[src/hw/rtl/fifo_evict_associative_table_macros.svh]
// ----------------------------------------------------------------------------
// fifo_evict_associative_table assertion macros
// Shared concurrent assertion forms for the associative table RTL.
// ----------------------------------------------------------------------------
`ifndef FIFO_EVICT_ASSOCIATIVE_TABLE_MACROS_SVH
`define FIFO_EVICT_ASSOCIATIVE_TABLE_MACROS_SVH

// same-cycle implication, disabled during reset
`define FEAT_ASSERT_IMP(lbl, clk, rst_n, ante, cons, msg) \
	lbl: assert property (@(posedge clk) disable iff (!rst_n) (ante) |-> (cons)) \
		else $error(msg);

// next-cycle implication, disabled during reset
`define FEAT_ASSERT_NXT(lbl, clk, rst_n, ante, cons, msg) \
	lbl: assert property (@(posedge clk) disable iff (!rst_n) (ante) |=> (cons)) \
		else $error(msg);

`endif

[src/hw/rtl/feat_pkg.sv]
// ----------------------------------------------------------------------------
// feat_pkg
// Widths, action codes and controller/datapath interface types.
// ----------------------------------------------------------------------------
`timescale 1ns / 1ps

package feat_pkg;

	localparam int FEAT_ENTRIES = 32;
	localparam int KEY_W        = 48;
	localparam int PROT_W       = 48;
	localparam int FLAGS_W      = 32;

	localparam logic ACT_CAPTURE = 1'b0;
	localparam logic ACT_LOOKUP  = 1'b1;

	typedef struct packed {
		logic accept;
		logic scan;
		logic finish;
		logic write;
		logic load_out;
	} feat_cmd_t;

	typedef struct packed {
		logic scan_done;
		logic skip_write;
	} feat_sts_t;

endpackage

[src/hw/rtl/fifo_evict_associative_table.sv]
// ----------------------------------------------------------------------------
// fifo_evict_associative_table
// Associative table keyed by a 48-bit handle with oldest-first replacement.
// ----------------------------------------------------------------------------
// Usage:
//   Input channel (in_valid / in_stall) carries one request: action, key_handle,
//   protection_in, flags_in. Action capture refreshes or inserts an entry,
//   action lookup returns hit, flags_out and protection_out.
//   Output channel (out_valid / out_stall) returns one result per request.
//   After the accept edge the key store read port sweeps the filled entries,
//   one per cycle through the registered read stage, stopping on the first
//   match or after the last filled entry; a null key skips the sweep. A
//   capture with a non-null key then writes the table, and the result is
//   loaded into the output register.
//   One request is in work at a time; in_stall is low only while idle, so the
//   next request is taken only after the last result is loaded for output.
//   A result waiting under out_stall does not block the next request; that
//   request holds before its own hand-off until the output register frees.
//   Reset empties the table (fill count and cursor to zero, no clearing pass)
//   and drops out_valid.
// ----------------------------------------------------------------------------
`timescale 1ns / 1ps

module fifo_evict_associative_table
	import feat_pkg::*;
#(
	parameter int ENTRIES = FEAT_ENTRIES
)
(
	input  logic               clk,
	input  logic               arst_n,
	input  logic               in_valid,
	output logic               in_stall,
	input  logic               action,
	input  logic [KEY_W-1:0]   key_handle,
	input  logic [PROT_W-1:0]  protection_in,
	input  logic [FLAGS_W-1:0] flags_in,
	output logic               out_valid,
	input  logic               out_stall,
	output logic               hit,
	output logic               ignored,
	output logic               evicted,
	output logic [FLAGS_W-1:0] flags_out,
	output logic [PROT_W-1:0]  protection_out
);

	feat_cmd_t cmd;
	feat_sts_t sts;

	feat_ctrl u_ctrl (
		.clk       (clk),
		.arst_n    (arst_n),
		.in_valid  (in_valid),
		.in_stall  (in_stall),
		.out_valid (out_valid),
		.out_stall (out_stall),
		.cmd       (cmd),
		.sts       (sts)
	);

	feat_dp #(
		.ENTRIES (ENTRIES)
	) u_dp (
		.clk            (clk),
		.arst_n         (arst_n),
		.action         (action),
		.key_handle     (key_handle),
		.protection_in  (protection_in),
		.flags_in       (flags_in),
		.cmd            (cmd),
		.sts            (sts),
		.hit            (hit),
		.ignored        (ignored),
		.evicted        (evicted),
		.flags_out      (flags_out),
		.protection_out (protection_out)
	);

endmodule

[src/hw/rtl/feat_ctrl.sv]
// ----------------------------------------------------------------------------
// feat_ctrl
// Request sequencing: accept, key scan, table write, result hand-off.
// ----------------------------------------------------------------------------
`timescale 1ns / 1ps

module feat_ctrl
	import feat_pkg::*;
(
	input  logic      clk,
	input  logic      arst_n,
	input  logic      in_valid,
	output logic      in_stall,
	output logic      out_valid,
	input  logic      out_stall,
	output feat_cmd_t cmd,
	input  feat_sts_t sts
);

	typedef enum logic [3:0] {
		ST_IDLE  = 4'b0001,
		ST_SCAN  = 4'b0010,
		ST_WRITE = 4'b0100,
		ST_DONE  = 4'b1000
	} state_t;

	state_t state_q;
	state_t state_d;
	logic   out_valid_q;

	always_comb begin
		state_d  = state_q;
		cmd      = '0;
		in_stall = (state_q != ST_IDLE);
		case (state_q)
			ST_IDLE: begin
				if (in_valid) begin
					cmd.accept = 1'b1;
					state_d    = ST_SCAN;
				end
			end
			ST_SCAN: begin
				cmd.scan = 1'b1;
				if (sts.scan_done) begin
					cmd.finish = 1'b1;
					state_d    = sts.skip_write ? ST_DONE : ST_WRITE;
				end
			end
			ST_WRITE: begin
				cmd.write = 1'b1;
				state_d   = ST_DONE;
			end
			ST_DONE: begin
				if (!out_valid_q || !out_stall) begin
					cmd.load_out = 1'b1;
					state_d      = ST_IDLE;
				end
			end
			default: begin
				state_d = ST_IDLE;
			end
		endcase
	end

	always_ff @(posedge clk or negedge arst_n) begin
		if (!arst_n) begin
			state_q     <= ST_IDLE;
			out_valid_q <= 1'b0;
		end else begin
			state_q <= state_d;
			if (cmd.load_out) begin
				out_valid_q <= 1'b1;
			end else if (!out_stall) begin
				out_valid_q <= 1'b0;
			end
		end
	end

	assign out_valid = out_valid_q;

endmodule

[src/hw/rtl/feat_dp.sv]
// ----------------------------------------------------------------------------
// feat_dp
// Table memories, pipelined key scan, fill count, replacement cursor and
// result registers.
// ----------------------------------------------------------------------------
`timescale 1ns / 1ps

`include "fifo_evict_associative_table_macros.svh"

module feat_dp
	import feat_pkg::*;
#(
	parameter int ENTRIES = FEAT_ENTRIES
)
(
	input  logic               clk,
	input  logic               arst_n,
	input  logic               action,
	input  logic [KEY_W-1:0]   key_handle,
	input  logic [PROT_W-1:0]  protection_in,
	input  logic [FLAGS_W-1:0] flags_in,
	input  feat_cmd_t          cmd,
	output feat_sts_t          sts,
	output logic               hit,
	output logic               ignored,
	output logic               evicted,
	output logic [FLAGS_W-1:0] flags_out,
	output logic [PROT_W-1:0]  protection_out
);

	localparam int AW = $clog2(ENTRIES);
	localparam int CW = $clog2(ENTRIES + 1);
	localparam logic [CW-1:0] FULL = CW'(ENTRIES);
	localparam logic [AW-1:0] LAST = AW'(ENTRIES - 1);

	logic [KEY_W-1:0]   key_mem   [ENTRIES];
	logic [PROT_W-1:0]  prot_mem  [ENTRIES];
	logic [FLAGS_W-1:0] flags_mem [ENTRIES];

	// latched request
	logic               act_q;
	logic [KEY_W-1:0]   key_q;
	logic [PROT_W-1:0]  prot_q;
	logic [FLAGS_W-1:0] flags_q;

	// scan pipeline
	logic [CW-1:0]      rd_idx_q;
	logic               vld_s1;
	logic [AW-1:0]      idx_s1;
	logic [KEY_W-1:0]   key_s1;
	logic [PROT_W-1:0]  prot_s1;
	logic [FLAGS_W-1:0] flags_s1;

	// table bookkeeping
	logic [CW-1:0]      used_q;
	logic [AW-1:0]      cursor_q;

	// resolved result
	logic               hit_q;
	logic               ign_q;
	logic               evict_q;
	logic [AW-1:0]      found_q;
	logic [FLAGS_W-1:0] res_flags_q;
	logic [PROT_W-1:0]  res_prot_q;

	// output registers
	logic               hit_out_q;
	logic               ign_out_q;
	logic               evict_out_q;
	logic [FLAGS_W-1:0] flags_out_q;
	logic [PROT_W-1:0]  prot_out_q;

	logic          null_key;
	logic          is_lookup;
	logic          match;
	logic          rd_en;
	logic          table_full;
	logic [AW-1:0] wr_addr;

	assign null_key   = (key_q == '0);
	assign is_lookup  = (act_q == ACT_LOOKUP);
	assign match      = vld_s1 && (key_s1 == key_q);
	assign table_full = (used_q == FULL);
	assign rd_en      = cmd.scan && !null_key && !match && (rd_idx_q < used_q);

	assign sts.scan_done  = null_key || match || (!vld_s1 && (rd_idx_q == used_q));
	assign sts.skip_write = null_key || is_lookup;

	always_comb begin
		if (hit_q) begin
			wr_addr = found_q;
		end else if (!table_full) begin
			wr_addr = used_q[AW-1:0];
		end else begin
			wr_addr = cursor_q;
		end
	end

	always_ff @(posedge clk) begin
		if (cmd.accept) begin
			act_q   <= action;
			key_q   <= key_handle;
			prot_q  <= protection_in;
			flags_q <= flags_in;
		end
		if (rd_en) begin
			idx_s1   <= rd_idx_q[AW-1:0];
			key_s1   <= key_mem[rd_idx_q[AW-1:0]];
			prot_s1  <= prot_mem[rd_idx_q[AW-1:0]];
			flags_s1 <= flags_mem[rd_idx_q[AW-1:0]];
		end
		if (cmd.write) begin
			if (!hit_q) begin
				key_mem[wr_addr] <= key_q;
			end
			prot_mem[wr_addr]  <= prot_q;
			flags_mem[wr_addr] <= flags_q;
		end
		if (cmd.finish) begin
			found_q <= idx_s1;
		end
	end

	always_ff @(posedge clk or negedge arst_n) begin
		if (!arst_n) begin
			rd_idx_q    <= '0;
			vld_s1      <= 1'b0;
			used_q      <= '0;
			cursor_q    <= '0;
			hit_q       <= 1'b0;
			ign_q       <= 1'b0;
			evict_q     <= 1'b0;
			res_flags_q <= '0;
			res_prot_q  <= '0;
			hit_out_q   <= 1'b0;
			ign_out_q   <= 1'b0;
			evict_out_q <= 1'b0;
			flags_out_q <= '0;
			prot_out_q  <= '0;
		end else begin
			vld_s1 <= rd_en;
			if (cmd.accept) begin
				rd_idx_q <= '0;
			end else if (rd_en) begin
				rd_idx_q <= rd_idx_q + 1'b1;
			end
			if (cmd.finish) begin
				hit_q       <= match && !null_key;
				ign_q       <= null_key;
				evict_q     <= !null_key && !is_lookup && !match && table_full;
				res_flags_q <= (match && is_lookup) ? flags_s1 : '0;
				res_prot_q  <= (match && is_lookup) ? prot_s1 : '0;
			end
			if (cmd.write && !hit_q) begin
				if (!table_full) begin
					used_q <= used_q + 1'b1;
				end else begin
					cursor_q <= (cursor_q == LAST) ? '0 : cursor_q + 1'b1;
				end
			end
			if (cmd.load_out) begin
				hit_out_q   <= hit_q;
				ign_out_q   <= ign_q;
				evict_out_q <= evict_q;
				flags_out_q <= res_flags_q;
				prot_out_q  <= res_prot_q;
			end
		end
	end

	assign hit            = hit_out_q;
	assign ignored        = ign_out_q;
	assign evicted        = evict_out_q;
	assign flags_out      = flags_out_q;
	assign protection_out = prot_out_q;

	`FEAT_ASSERT_IMP(a_used_range, clk, arst_n, 1'b1, used_q <= FULL, "fill count beyond table size")
	`FEAT_ASSERT_NXT(a_used_step, clk, arst_n, 1'b1, (used_q == $past(used_q)) || (used_q == $past(used_q) + 1'b1), "fill count moved by more than one")
	`FEAT_ASSERT_IMP(a_cursor_full, clk, arst_n, cursor_q != '0, table_full, "replacement cursor moved before table filled")
	`FEAT_ASSERT_IMP(a_evict_excl, clk, arst_n, evict_out_q, !hit_out_q && !ign_out_q, "eviction reported with hit or null key")

endmodule

[config.mk]
export PLATFORM = sky130hd
export DESIGN_NAME = fifo_evict_associative_table
export DESIGN_NICKNAME = d
export VERILOG_FILES = /design/src/hw/rtl/feat_pkg.sv /design/src/hw/rtl/fifo_evict_associative_table.sv /design/src/hw/rtl/feat_ctrl.sv /design/src/hw/rtl/feat_dp.sv
export VERILOG_INCLUDE_DIRS = /design/src /design/src/hw/rtl
export SDC_FILE = /design/constraint.sdc
export NUM_CORES = 2
export LEC_CHECK = 0
export BUFFER_PORTS_ARGS = -buffer_cell sky130_fd_sc_hd__buf_2
export CORE_ASPECT_RATIO = 0.6
export CORE_MARGIN = 5
export CORE_UTILIZATION = 40
export DETAILED_ROUTE_END_ITERATION = 12
export PLACE_DENSITY = 0.59
export SLEW_MARGIN = 20
export SYNTH_ARGS = -nofsm -noshare
export SYNTH_HDL_FRONTEND = slang
export SYNTH_SLANG_ARGS = --single-unit
[constraint.sdc]
create_clock -name clk -period 26.5 [get_ports clk]
set_clock_uncertainty 0.2 [all_clocks]
set_input_delay 1.325 -clock clk [delete_from_list [all_inputs] [get_ports clk]]
set_output_delay 1.325 -clock clk [all_outputs]
set_load 0.1 [all_outputs]
==> flow_summary.yaml <==
run_status:
  status: "complete, no violations"
floorplan:
  rows: 186
  die-width_um: 854.4
  floorplan.initialDensity: 0.4007
  dieArea_um2: 441400
  ios: 218
  core_area_um2: 427000
  die_h_um: 516.6
critical_path:
  worstPathRequired_ns: 27.01
  critPathKind: "reg2reg"
  cp.arrival_ns: 6.73
  r2r_slack_ns: 20.29
  ff2ff_path_depth: 7
  worst_r2r_endpoint: "u_dp.flags_s1[24]$_DFFE_PP_"
  endpoint_kind: "register"
  start_kind: "register"
  r2r_start: "u_dp.rd_idx_q[0]$_DFFE_PN0P_"
  cp_max_fo: 114
clock_network:
  root_buffer: "clkbuf_16"
  clk_latency_ns: 0.96
  clkTransAtPathRegs_ns: 0.07
  htree_levels: 5
  cts_buffer_depth: 4
  cts_resized: 0
  post_cts_buffers: 0
  holdBufCountCts: 0
  cts_tree: "yes"
  cts_buffers: 409
  clock_sinks: 4552
sta:
  whs_ns: 0.2176
  setup_tns_ns: 0
  slew_headroom: 0.1802
  fin_crit_sh: 0.2344
  finalMaxSlewViolations: 0
  clock.fmax_mhz: 161.0
  worstMarginPinSlew_ns: 1.221
  hold_violations: 0
  setup_violations: 0
  rsz0062_at_grt: "no"
  fin_crit_ns: 6.213
routing:
  drtPass1Iterations: 6
  vias_per_cell: 5.871
  drtIter0Drc: 11160
  drtAntennaViolNets: 0
  drt-wirelength-per-cell_um: 34.15
  detail_route.wirelength_um: 456200
  drc_errors: 0
  vias: 78440
synthesis:
  synth_compound_area_frac: 0.005609
  syn_avg_cell_area_um2: 25.22
  synth_nets: 6929
  synthDistinctLibCells: 51
  synth_xor_area_frac: 0.002662
  yosysSeqAreaShare: 0.7933
  synth.cell_area_um2: 171100
  synthAdderAreaFrac: 0.0008044
  syn_inst: 6785
  synth_seq_cells: 4552
  synth_top_family_by_area: "multiplexers"
  yosysWarnings: 0
  synth.area.mux_share: 0.1829
  synth-simple-area-share: 0.005996
global_route:
  grt.overflow.total: 0
  grt_pass1_vias: 78100
  grt_max_degree: 153
  track_usage: 0.2037
  grt_pass1_wl_um: 633000
  antenna_found_initial: 33
run:
  max_cap_violations: 0
finish:
  layout-drive-gt1-share: 0.3357
  final_common_cell: "edfxtp_1"
  fin_util: 0.4528
  syn2layout_area_growth_pct: 13.00
  final_cell_mix: "4363 x edfxtp_1, 1280 x mux4_2, 421 x clkbuf_16, 216 x buf_2, 214 x mux2_2"
  fin_nets: 7428
power:
  seq_power_share: 0.571
  comb_power_share: 0.002
  p_int_mw: 10.94
  p_total_mw: 13.59
  pwr-share-clk: 0.427
  peakVddDrop_uv: 55.44
  leakagePower_nw: 61.44
  cellPowerDensity_nw_per_um2: 70.29
  swShare: 0.1947
  power.net_switching_mw: 2.647
worst_hold_path:
  min_path_type: "in2async"
place:
  hpwl_um: 217200
  gp_congestion: 0.7709
  portBuffers: 217
-- registers in the layout, summed over array words and instances (netlist names), 48 cells and up --
register and count:
u_dp.prot_s1 48, u_dp.key_s1 48, u_dp.key_mem 1536, u_dp.prot_mem 1536, u_dp.flags_mem 1024, u_dp.prot_q 48
u_dp.protection_out 48, u_dp.key_q 48, u_dp.res_prot_q 48
-- worst max-delay path by stage --
stage | start | to
finish | u_dp.rd_idx_q[0]$_DFFE_PN0P_ | u_dp.flags_s1[24]$_DFFE_PP_
global route | u_dp.rd_idx_q[0]$_DFFE_PN0P_ | u_dp.flags_s1[7]$_DFFE_PP_
CTS | u_dp.rd_idx_q[0]$_DFFE_PN0P_ | u_dp.flags_s1[24]$_DFFE_PP_
detailed placement | u_dp.rd_idx_q[0]$_DFFE_PN0P_ | u_dp.flags_s1[24]$_DFFE_PP_
global placement | u_dp.rd_idx_q[0]$_DFFE_PN0P_ | u_dp.flags_s1[24]$_DFFE_PP_
floorplan | u_dp.rd_idx_q[0]$_DFFE_PN0P_ | u_dp.rd_idx_q[0]$_DFFE_PN0P_
-- per-layer routing --
metal	routed length (um)	global-route usage	vias to the layer above
li1	-	-	30440
met1	204100	0.3216	43450
met2	202100	0.2984	3942
met3	40570	0.03627	600
met4	9305	0.04200	12
met5	75	0	-
-- area by class of cell --
type / instances / area (um2)
diodes: 8 / 20.02
clock buffers: 514 / 10950
clock inverters: 231 / 1886
fillers: 34840 / 233700
inverters: 14 / 60.06
multi-input cells: 1888 / 34400
flip-flops and latches: 4552 / 135800
well taps: 5734 / 7174
repair buffers: 419 / 3103
-- power by group through the flow --
stage	sequential, mW	clock, mW	combinational (mW)
4_1_cts	7.76	5.92	0.0263
6_report	7.76	5.80	0.0248
5_1_grt	7.76	6.23	0.0276
3_3_place_gp	7.92	0	0.0261
3_5_place_dp	7.92	0	0.0261
2_1_floorplan	7.92	0	0.0000147
-- cell families after synthesis --
family,count (synthesis)
DFF,4552
AOI/OAI and AO/OA,120
adders and majority gates,11
muxes,1499
and+or+nand+nor,206
xor gates and xnor gates,52
buffers and inverters,345
-- cells in the mapped netlist, drive strengths merged --
library cell,instances,area share
nand2b,4,0.00015
a21oi,6,0.00018
nor2,79,0.0017
or3b,1,0.000051
or4b,1,0.000059
or3,2,0.000073
nand4b,2,0.00010
and2,1,0.000037
mux4,1280,0.17
a2bb2oi,1,0.000051
a22o,81,0.0041
nand3,9,0.00026
a31oi,1,0.000037
nand2,38,0.00083
ha,11,0.00080
nor4b,2,0.00019
a32o,1,0.000059
xor2,4,0.00020
and3,5,0.00018
nor2b,4,0.00015
mux2,214,0.014
o21ai,17,0.00050
clkbuf,189,0.0041
o31ai,3,0.00016
dfstp,1,0.00015
dfrtp,188,0.027
or2,1,0.000037
nor4,21,0.00080
a41oi,3,0.00015
edfxtp,4363,0.77
xnor2,48,0.0025
buf,142,0.0043
mux2i,5,0.00029
o2111ai,1,0.000051
and4,2,0.00010
o211a,1,0.000059
or4,3,0.00013
inv,14,0.00031
o21a,2,0.000088
a211oi,1,0.000044
nand3b,2,0.000088
a21o,2,0.000088
nand4,23,0.00084
nor3,6,0.00018
-- critical path, stage by stage (launching register included) --
cell	delay [ns]
dfrtp_4	0.88
buf_4	0.81
buf_4	0.86
buf_12	0.81
buf_4	0.80
mux4_2	0.61
mux4_2	0.49
mux2_2	0.28
-- per-stage QoR --
stage | instances | worst slack (ns) | instance area, um2
2_1_floorplan | 6785 | 18.03 | 171100
3_3_place_gp | 12600 | 20.14 | 180300
3_5_place_dp | 12600 | 20.03 | 180400
4_1_cts | 13350 | 20.10 | 193200
5_1_grt | 13360 | 19.67 | 193300
6_report | 13360 | 20.29 | 193400
No activity file was read; power rests on OpenSTA's default activity.
